<file path="src/rtl/hsb_pkg.sv">
// Package for the HSB to ARGB8888 color converter.
// Holds fixed-point widths, sector codes, pipeline stage types and helpers.
// No dependencies; compiled first.
package hsb_pkg;

   // Q8.16 input width and Q0.16 unit value with one guard bit
   localparam int unsigned IN_W   = 24;
   localparam int unsigned FRAC_W = 16;
   localparam int unsigned UNIT_W = FRAC_W + 1;
   localparam logic [UNIT_W-1:0] ONE_Q16 = UNIT_W'(1) << FRAC_W;

   // 6*h fits in 19 bits, the sector is the integer part
   localparam int unsigned HD_W     = FRAC_W + 3;
   localparam logic [2:0]  HUE_MUL6 = 3'd6;

   localparam logic [7:0]  ALPHA_RESET = 8'hFF;
   localparam logic [31:0] WORD_WHITE  = 32'hFFFF_FFFF;

   typedef enum logic [2:0] {
      SECT_RED_YELLOW    = 3'd0,
      SECT_YELLOW_GREEN  = 3'd1,
      SECT_GREEN_CYAN    = 3'd2,
      SECT_CYAN_BLUE     = 3'd3,
      SECT_BLUE_MAGENTA  = 3'd4,
      SECT_MAGENTA_RED   = 3'd5
   } sector_type;

   typedef logic [UNIT_W-1:0] unit_type;

   // stage 1: clamped inputs and hue split
   typedef struct packed {
      unit_type          sat;
      unit_type          bri;
      sector_type        sector;
      logic [FRAC_W-1:0] frac;
   } stage1_type;

   // stage 2: p and the two multiplicands for q and t
   typedef struct packed {
      unit_type   bri;
      sector_type sector;
      unit_type   p;
      unit_type   q_mul;
      unit_type   t_mul;
   } stage2_type;

   // stage 3: all four channel candidates
   typedef struct packed {
      unit_type   v;
      unit_type   p;
      unit_type   q;
      unit_type   t;
      sector_type sector;
   } stage3_type;

   // Clamp a signed Q8.16 value to 0 through 1.0
   function automatic unit_type clamp_unit(input logic [IN_W-1:0] x);
      unit_type res;
      if (x[IN_W-1]) begin
         res = '0;
      end else if (x[IN_W-2:0] > (IN_W-1)'(ONE_Q16)) begin
         res = ONE_Q16;
      end else begin
         res = x[UNIT_W-1:0];
      end
      return res;
   endfunction

   // Q0.16 product, truncated; operands never exceed 1.0
   function automatic unit_type mul_q16(input unit_type a, input unit_type b);
      logic [2*UNIT_W-1:0] prod;
      prod = a * b;
      return prod[FRAC_W +: UNIT_W];
   endfunction

   // floor(c*255/65536) as c*256 - c, then take the byte
   function automatic logic [7:0] to_byte(input unit_type c);
      logic [UNIT_W+7:0] prod;
      prod = {c, 8'd0} - {8'd0, c};
      return prod[FRAC_W +: 8];
   endfunction

endpackage

</file>
<file path="src/rtl/hsb_if.sv">
// Handshake channel interfaces for the HSB to ARGB8888 converter.
// Depends on hsb_pkg for field widths.
interface hsb_req_if;
   logic                          valid;
   logic                          ready;
   logic [hsb_pkg::IN_W-1:0]      hue_in;
   logic [hsb_pkg::IN_W-1:0]      saturation_in;
   logic [hsb_pkg::IN_W-1:0]      brightness_in;

   modport source (output valid, hue_in, saturation_in, brightness_in, input ready);
   modport sink   (input valid, hue_in, saturation_in, brightness_in, output ready);
endinterface

interface hsb_rsp_if;
   logic        valid;
   logic        ready;
   logic [31:0] argb_word;
   logic        is_identity;

   modport source (output valid, argb_word, is_identity, input ready);
   modport sink   (input valid, argb_word, is_identity, output ready);
endinterface

</file>
<file path="src/rtl/hsb_to_argb8888.sv">
// HSB to ARGB8888 converter: four-stage pipeline with a configured alpha byte.
// An accepted request passes the stage 1, 2 and 3 registers and the output register before response valid.
// Throughput: one transaction per cycle; each stage holds under backpressure
// and a bubble in any stage is filled on the next accept.
// Reset (synchronous, active high) empties all stages and sets alpha to 0xFF.
// Depends on hsb_pkg and the channel interfaces in hsb_if.sv.
module hsb_to_argb8888 (
   input  logic              clock,
   input  logic              reset,
   hsb_req_if.sink           req_if,
   hsb_rsp_if.source         rsp_if,
   input  logic              csr_we,
   input  logic [7:0]        csr_wdata
);

   logic [7:0]          alpha_ff;
   logic                s1_valid_ff, s2_valid_ff, s3_valid_ff, out_valid_ff;
   hsb_pkg::stage1_type s1_ff, s1_in;
   hsb_pkg::stage2_type s2_ff, s2_in;
   hsb_pkg::stage3_type s3_ff, s3_in;
   logic [31:0]         word_ff, word_in;
   logic                ident_ff;
   logic                rdy_out, rdy3, rdy2, rdy1;
   logic [hsb_pkg::HD_W-1:0] hue_x6;
   hsb_pkg::unit_type   sf, sfc;
   hsb_pkg::unit_type   red, green, blue;

   // Stage ready chain: a stage may load when empty or when it drains
   assign rdy_out      = !out_valid_ff || rsp_if.ready;
   assign rdy3         = !s3_valid_ff  || rdy_out;
   assign rdy2         = !s2_valid_ff  || rdy3;
   assign rdy1         = !s1_valid_ff  || rdy2;
   assign req_if.ready = rdy1;

   // Alpha register
   always_ff @(posedge clock) begin
      if (reset) begin
         alpha_ff <= hsb_pkg::ALPHA_RESET;
      end else if (csr_we) begin
         alpha_ff <= csr_wdata;
      end
   end

   // Stage 1: clamp, wrap hue, split 6*h into sector and fraction
   always_comb begin
      hue_x6        = hsb_pkg::HD_W'(req_if.hue_in[hsb_pkg::FRAC_W-1:0]) *
                      hsb_pkg::HD_W'(hsb_pkg::HUE_MUL6);
      s1_in.sat     = hsb_pkg::clamp_unit(req_if.saturation_in);
      s1_in.bri     = hsb_pkg::clamp_unit(req_if.brightness_in);
      s1_in.sector  = hsb_pkg::sector_type'(hue_x6[hsb_pkg::HD_W-1:hsb_pkg::FRAC_W]);
      s1_in.frac    = hue_x6[hsb_pkg::FRAC_W-1:0];
   end

   // Stage 2: s*f, s*(1-f) and p in parallel
   always_comb begin
      sf           = hsb_pkg::mul_q16(s1_ff.sat, hsb_pkg::UNIT_W'(s1_ff.frac));
      sfc          = hsb_pkg::mul_q16(s1_ff.sat,
                                      hsb_pkg::ONE_Q16 - hsb_pkg::UNIT_W'(s1_ff.frac));
      s2_in.bri    = s1_ff.bri;
      s2_in.sector = s1_ff.sector;
      s2_in.p      = hsb_pkg::mul_q16(s1_ff.bri, hsb_pkg::ONE_Q16 - s1_ff.sat);
      s2_in.q_mul  = hsb_pkg::ONE_Q16 - sf;
      s2_in.t_mul  = hsb_pkg::ONE_Q16 - sfc;
   end

   // Stage 3: q and t
   always_comb begin
      s3_in.v      = s2_ff.bri;
      s3_in.p      = s2_ff.p;
      s3_in.q      = hsb_pkg::mul_q16(s2_ff.bri, s2_ff.q_mul);
      s3_in.t      = hsb_pkg::mul_q16(s2_ff.bri, s2_ff.t_mul);
      s3_in.sector = s2_ff.sector;
   end

   // Stage 4: route channels by sector, scale to bytes, pack
   always_comb begin
      case (s3_ff.sector)
         hsb_pkg::SECT_RED_YELLOW: begin
            red = s3_ff.v; green = s3_ff.t; blue = s3_ff.p;
         end
         hsb_pkg::SECT_YELLOW_GREEN: begin
            red = s3_ff.q; green = s3_ff.v; blue = s3_ff.p;
         end
         hsb_pkg::SECT_GREEN_CYAN: begin
            red = s3_ff.p; green = s3_ff.v; blue = s3_ff.t;
         end
         hsb_pkg::SECT_CYAN_BLUE: begin
            red = s3_ff.p; green = s3_ff.q; blue = s3_ff.v;
         end
         hsb_pkg::SECT_BLUE_MAGENTA: begin
            red = s3_ff.t; green = s3_ff.p; blue = s3_ff.v;
         end
         default: begin
            red = s3_ff.v; green = s3_ff.p; blue = s3_ff.q;
         end
      endcase
      word_in = {alpha_ff, hsb_pkg::to_byte(red), hsb_pkg::to_byte(green),
                 hsb_pkg::to_byte(blue)};
   end

   // Valid bits
   always_ff @(posedge clock) begin
      if (reset) begin
         s1_valid_ff  <= 1'b0;
         s2_valid_ff  <= 1'b0;
         s3_valid_ff  <= 1'b0;
         out_valid_ff <= 1'b0;
      end else begin
         if (rdy1)    s1_valid_ff  <= req_if.valid;
         if (rdy2)    s2_valid_ff  <= s1_valid_ff;
         if (rdy3)    s3_valid_ff  <= s2_valid_ff;
         if (rdy_out) out_valid_ff <= s3_valid_ff;
      end
   end

   // Payload registers: load only when the stage advances
   always_ff @(posedge clock) begin
      if (rdy1 && req_if.valid) s1_ff <= s1_in;
      if (rdy2 && s1_valid_ff)  s2_ff <= s2_in;
      if (rdy3 && s2_valid_ff)  s3_ff <= s3_in;
      if (rdy_out && s3_valid_ff) begin
         word_ff  <= word_in;
         ident_ff <= (word_in == hsb_pkg::WORD_WHITE);
      end
   end

   assign rsp_if.valid       = out_valid_ff;
   assign rsp_if.argb_word   = word_ff;
   assign rsp_if.is_identity = ident_ff;

   // Sector from 6*h never exceeds five
   a_sector_range: assert property (@(posedge clock) disable iff (reset)
      s1_valid_ff |-> (s1_ff.sector <= hsb_pkg::SECT_MAGENTA_RED))
      else $error("sector out of range");

   // Every derived channel stays at or below the brightness
   a_chan_le_v: assert property (@(posedge clock) disable iff (reset)
      s3_valid_ff |-> (s3_ff.p <= s3_ff.v && s3_ff.q <= s3_ff.v && s3_ff.t <= s3_ff.v))
      else $error("channel exceeds brightness");

   // A stalled middle stage keeps its transaction
   a_s2_hold: assert property (@(posedge clock) disable iff (reset)
      (s2_valid_ff && !rdy3) |=> (s2_valid_ff && $stable(s2_ff)))
      else $error("stage 2 lost data under stall");

   // White opaque needs alpha 0xFF
   a_ident_alpha: assert property (@(posedge clock) disable iff (reset)
      (out_valid_ff && ident_ff) |-> (word_ff[31:24] == hsb_pkg::ALPHA_RESET))
      else $error("identity flag with partial alpha");

endmodule

</file>
<file path="src/flat_wrapper.sv">
// flat-port wrapper written by rule: the top's interface ports become plain ports
module hsb_to_argb8888_flat 
  (clock, reset, csr_we, csr_wdata, req_if_valid, req_if_hue_in, req_if_saturation_in, req_if_brightness_in, req_if_ready, rsp_if_valid, rsp_if_argb_word, rsp_if_is_identity, rsp_if_ready);
  hsb_req_if req_if_i ();
  hsb_rsp_if rsp_if_i ();
  input  logic clock;
  input  logic reset;
  input  logic csr_we;
  input  logic [7:0] csr_wdata;
  input wire logic [$bits(req_if_i.valid)-1:0] req_if_valid;
  input wire logic [$bits(req_if_i.hue_in)-1:0] req_if_hue_in;
  input wire logic [$bits(req_if_i.saturation_in)-1:0] req_if_saturation_in;
  input wire logic [$bits(req_if_i.brightness_in)-1:0] req_if_brightness_in;
  output wire logic [$bits(req_if_i.ready)-1:0] req_if_ready;
  output wire logic [$bits(rsp_if_i.valid)-1:0] rsp_if_valid;
  output wire logic [$bits(rsp_if_i.argb_word)-1:0] rsp_if_argb_word;
  output wire logic [$bits(rsp_if_i.is_identity)-1:0] rsp_if_is_identity;
  input wire logic [$bits(rsp_if_i.ready)-1:0] rsp_if_ready;
  assign req_if_i.valid = req_if_valid;
  assign req_if_i.hue_in = req_if_hue_in;
  assign req_if_i.saturation_in = req_if_saturation_in;
  assign req_if_i.brightness_in = req_if_brightness_in;
  assign req_if_ready = req_if_i.ready;
  assign rsp_if_valid = rsp_if_i.valid;
  assign rsp_if_argb_word = rsp_if_i.argb_word;
  assign rsp_if_is_identity = rsp_if_i.is_identity;
  assign rsp_if_i.ready = rsp_if_ready;
  hsb_to_argb8888 u_core (.clock(clock), .reset(reset), .req_if(req_if_i), .rsp_if(rsp_if_i), .csr_we(csr_we), .csr_wdata(csr_wdata));
endmodule
</file>
<file path="config.mk">
export PLATFORM = sky130hd
export DESIGN_NAME = hsb_to_argb8888_flat
export DESIGN_NICKNAME = d
export VERILOG_FILES = /design/src/rtl/hsb_pkg.sv /design/src/rtl/hsb_if.sv /design/src/rtl/hsb_to_argb8888.sv /design/src/flat_wrapper.sv
export SDC_FILE = /design/constraint.sdc
export NUM_CORES = 2
export LEC_CHECK = 0
export BUFFER_PORTS_ARGS = -buffer_cell sky130_fd_sc_hd__buf_2
export CAP_MARGIN = 20
export CORE_ASPECT_RATIO = 0.75
export CORE_MARGIN = 2
export CORE_UTILIZATION = 51
export DETAILED_ROUTE_END_ITERATION = 12
export PLACE_DENSITY = 0.67
export SYNTH_ARGS = -nofsm -noshare
export SYNTH_HDL_FRONTEND = slang
export SYNTH_SLANG_ARGS = --single-unit
</file>
<file path="constraint.sdc">
create_clock -name clock -period 11.8 [get_ports clock]
set_input_delay 0.59 -clock clock [delete_from_list [all_inputs] [get_ports clock]]
set_output_delay 0.59 -clock clock [all_outputs]
set_load 0.01 [all_outputs]
</file>
==> flow_metrics.tcl <==
set metrics [dict create \
    synth_cell_types 99 \
    clock_path_buffers 3 \
    postCtsHoldBufs 0 \
    initial_utilization_pct 51.7 \
    final_cell_mix "1268 x sky130_fd_sc_hd__inv_1, 1062 x sky130_fd_sc_hd__fa_1, 1006 x sky130_fd_sc_hd__nand2_1" \
    register_area_sq_mm 0.00706 \
    remaining_drc_errors 0 \
    timing.critical_path.to_type "flop" \
    critPathCapture "u_core.s2_ff[50]$_DFFE_PP_" \
    final_non_filler_cell_area_sq_mm 0.0585 \
    ys_seq_area_share_pct 12.7 \
    synthesis.area_per_instance_sq_um 9.25 \
    largest_net_degree_at_the_start_of_global_routing 84 \
    grt_overflow 0 \
    fin_crit_sh_pct 81.3 \
    async_flop_share_pct 0 \
    tightestPinTransition_ns 1.12 \
    synth-edff-count 227 \
    minimum_setup_slack_in_the_final_design_ns 2.21 \
    drt_iter0_markers 3157 \
    first_pass_grt_wire_length_mm 227 \
    vias 40111 \
    timing.clock.skew_ns 0.0329 \
    report.final.slew_viol_count 0 \
    die-height_microns 290 \
    cts_made_buffers 25 \
    number_of_antenna_violations_at_the_first_check_in_global_routing 3 \
    final.min_clock_period_ns 9.59 \
    antenna-diode-count 0 \
    floorplan.die.width_microns 386 \
    clock_latency_ns 0.60 \
    cpMaxStageDelayCell "sky130_fd_sc_hd__edfxtp_1" \
    routed_via_count_divided_by_cell_count 5.42 \
    fin_setup_tns_ns 0 \
    clkTransAtPathRegs_ns 0.06 \
    post_synth_instance_area_sq_mm 0.0557 \
    max_clock_freq_ghz 0.104 \
    timing.critical_path.max_delay_family "adder cells" \
    num-fill-cells 9718 \
    synth_flop_cell "sky130_fd_sc_hd__edfxtp_1" \
    post-dp-hpwl_mm 104 \
    slew-limit-headroom_pct 25.1 \
    postRouteWirelength_mm 137 \
    hold_class "in -> reg" \
    synth_cells 6027 \
    row_count 104 \
    max_cap_violations 0 \
    gp_congestion 0.912 \
    groute.usage.overall_pct 25.5 \
    status "completed" \
    tritoncts "yes" \
    critical_path_cell_count 32 \
    antenna_left 0 \
    cp-startpoint "u_core.s1_ff[36]$_SDFFCE_PP0P_" \
    area_of_the_multi_input_gates_sq_mm 0.0427 \
    cells_resized_by_post_cts_repair 0 \
    timing.critical_path.mode_cell "sky130_fd_sc_hd__fa_1" \
    final_routed_wire_length_divided_by_cell_count_microns 18.5 \
    cts_num_sinks 239 \
    yosys_register_bits 239 \
    core_area_sq_mm 0.108 \
    startpoint_type "flop" \
    clockRootBuffer "sky130_fd_sc_hd__clkbuf_16" \
    cp_num_buf_inv 6 \
    post_route_cells_drive_above_1_share_pct 5.36 \
    syn_nets 7732 \
    r2r_end "u_core.s2_ff[50]$_DFFE_PP_" \
    first_global_vias 41973 \
    area_growth_pct 4.93 \
    dr.pass1.iters 6 \
    portBuffers 111 \
    post_place_worst_slack_ns 2.33 \
    num-nets-final 7660 \
    cpPeakStageDelay_ns 0.68 \
    cp_data_required_time_ns 12.12 \
    io_pins 120 \
    worstRegToRegCells 32 \
    final_report_setup_violation_count 0 \
    reg2reg_from "u_core.s1_ff[36]$_SDFFCE_PP0P_" \
    path_max_fanout 29 \
    die-area_sq_mm 0.112 \
    cts.repair_timing.setup_buffer_count 0 \
    hold_viol 0 \
    reg2reg_setup_slack_ns 2.21 \
    ys_warn_count 0 \
    most_common_cell_after_layout_fill_and_taps_aside "sky130_fd_sc_hd__inv_1" \
    placement.cell_area_sq_mm 0.0576 \
    timing_worst_setup_path_type "reg -> reg" \
    cp.arrival_ns 9.91 \
    grt_setup_unrepaired "no" \
    cts_max_level 1 \
]
-- kinds of logic after synthesis --
| family | count (synthesis) | synth area share (%) |
|---|---|---|
| compound gates | 464 | 5.81 |
| xor+xnor | 172 | 2.73 |
| fa+ha+maj | 1620 | 50.7 |
| buf+inv | 1577 | 10.8 |
| flops | 239 | 12.7 |
| mux | 62 | 1.14 |
| simple gates | 1893 | 16.2 |
-- metal layers --
layer / track usage [%] / vias to the layer above / share of wire [%]
li1: - / 18275 / -
met1: 38.7 / 20185 / 46
met2: 38.5 / 1512 / 43
met3: 4.54 / 139 / 9.0
met4: 4.07 / 0 / 1.4
met5: 0 / - / 0
-- through the flow --
step / hold slack [ns] / util [%] / cells
CTS: 0.169 / 54.2 / 7404
global placement: 0.404 / 53.4 / 7357
global route: 0.186 / 54.2 / 7405
detailed placement: 0.407 / 53.4 / 7358
floorplan: 0.400 / - / 6027
finish: 0.197 / 54.2 / 7405
-- cell type report --
| cell class | instances | share of cell area, % |
|---|---|---|
| clock buffers | 28 | 1.09 |
| well taps | 1431 | 3.06 |
| inverters | 1269 | 8.15 |
| clock inverters | 18 | 0.370 |
| repair buffers | 209 | 2.20 |
| flip-flops and latches | 239 | 12.1 |
| multi-input cells | 4211 | 73.1 |
-- registers in the layout, indices dropped and copies added, names as in the netlist --
register                   cells
u_core.rsp_if.argb_word       32
u_core.s3_ff                  71
u_core.s1_ff                  52
u_core.alpha_ff                8
u_core.s2_valid_ff             1
u_core.s3_valid_ff             1
u_core.s1_valid_ff             1
u_core.s2_ff                  71
u_core.rsp_if.valid            1
u_core.rsp_if.is_identity      1
-- cells in the mapped netlist (12+ instances only) --
cell type                     n  area share (%)
sky130_fd_sc_hd__o22ai_1     14            0.16
sky130_fd_sc_hd__nand4_1     21            0.24
sky130_fd_sc_hd__a31oi_1     14            0.16
sky130_fd_sc_hd__o21a_1      38            0.51
sky130_fd_sc_hd__inv_1     1268             8.5
sky130_fd_sc_hd__buf_2       13            0.12
sky130_fd_sc_hd__nor4_1      22            0.25
sky130_fd_sc_hd__nor3_1      54            0.48
sky130_fd_sc_hd__nand2b_1    27            0.30
sky130_fd_sc_hd__o211ai_1    17            0.23
sky130_fd_sc_hd__fa_1      1062              38
sky130_fd_sc_hd__a211oi_1    18            0.24
sky130_fd_sc_hd__dfxtp_1     12            0.43
sky130_fd_sc_hd__a21oi_1     91            0.82
sky130_fd_sc_hd__mux2_2      13            0.26
sky130_fd_sc_hd__edfxtp_1   227              12
sky130_fd_sc_hd__xor2_1      44            0.69
sky130_fd_sc_hd__nand2_1   1006             6.8
sky130_fd_sc_hd__buf_1       17            0.11
sky130_fd_sc_hd__nand3_1     23            0.21
sky130_fd_sc_hd__xnor2_1    126             2.0
sky130_fd_sc_hd__o21ai_0     88            0.79
sky130_fd_sc_hd__nor2b_1     32            0.36
sky130_fd_sc_hd__and3_1      21            0.24
sky130_fd_sc_hd__a211o_1     16            0.25
sky130_fd_sc_hd__a21o_1      41            0.55
sky130_fd_sc_hd__mux2i_1     49            0.88
sky130_fd_sc_hd__and2_1     482             5.4
sky130_fd_sc_hd__nor2_1     134            0.90
sky130_fd_sc_hd__or2_2       14            0.16
sky130_fd_sc_hd__a21boi_0    12            0.16
sky130_fd_sc_hd__clkbuf_1   266             1.8
sky130_fd_sc_hd__ha_1       558              13
-- how the worst min path moves through the flow --
| stage | from | end | depth (start not counted) | slack, ns |
|---|---|---|---|---|
| 6_report | csr_wdata[7] | u_core.alpha_ff[7]$_SDFFE_PP1P_ | 2 | 0.20 |
| 5_1_grt | csr_wdata[4] | u_core.alpha_ff[4]$_SDFFE_PP1P_ | 2 | 0.19 |
| 4_1_cts | csr_wdata[7] | u_core.alpha_ff[7]$_SDFFE_PP1P_ | 2 | 0.17 |
| 3_5_place_dp | u_core.s1_ff[17]$_DFFE_PP_ | u_core.s2_ff[52]$_DFFE_PP_ | 0 | 0.41 |
| 3_3_place_gp | u_core.s2_ff[51]$_DFFE_PP_ | u_core.s3_ff[0]$_DFFE_PP_ | 0 | 0.40 |
| 2_1_floorplan | u_core.s1_ff[16]$_DFFE_PP_ | u_core.s2_ff[51]$_DFFE_PP_ | 0 | 0.40 |
Power is left out: the tool's default activity adds up to more than one toggle a clock period on the data nets, which glitch-free logic cannot reach.
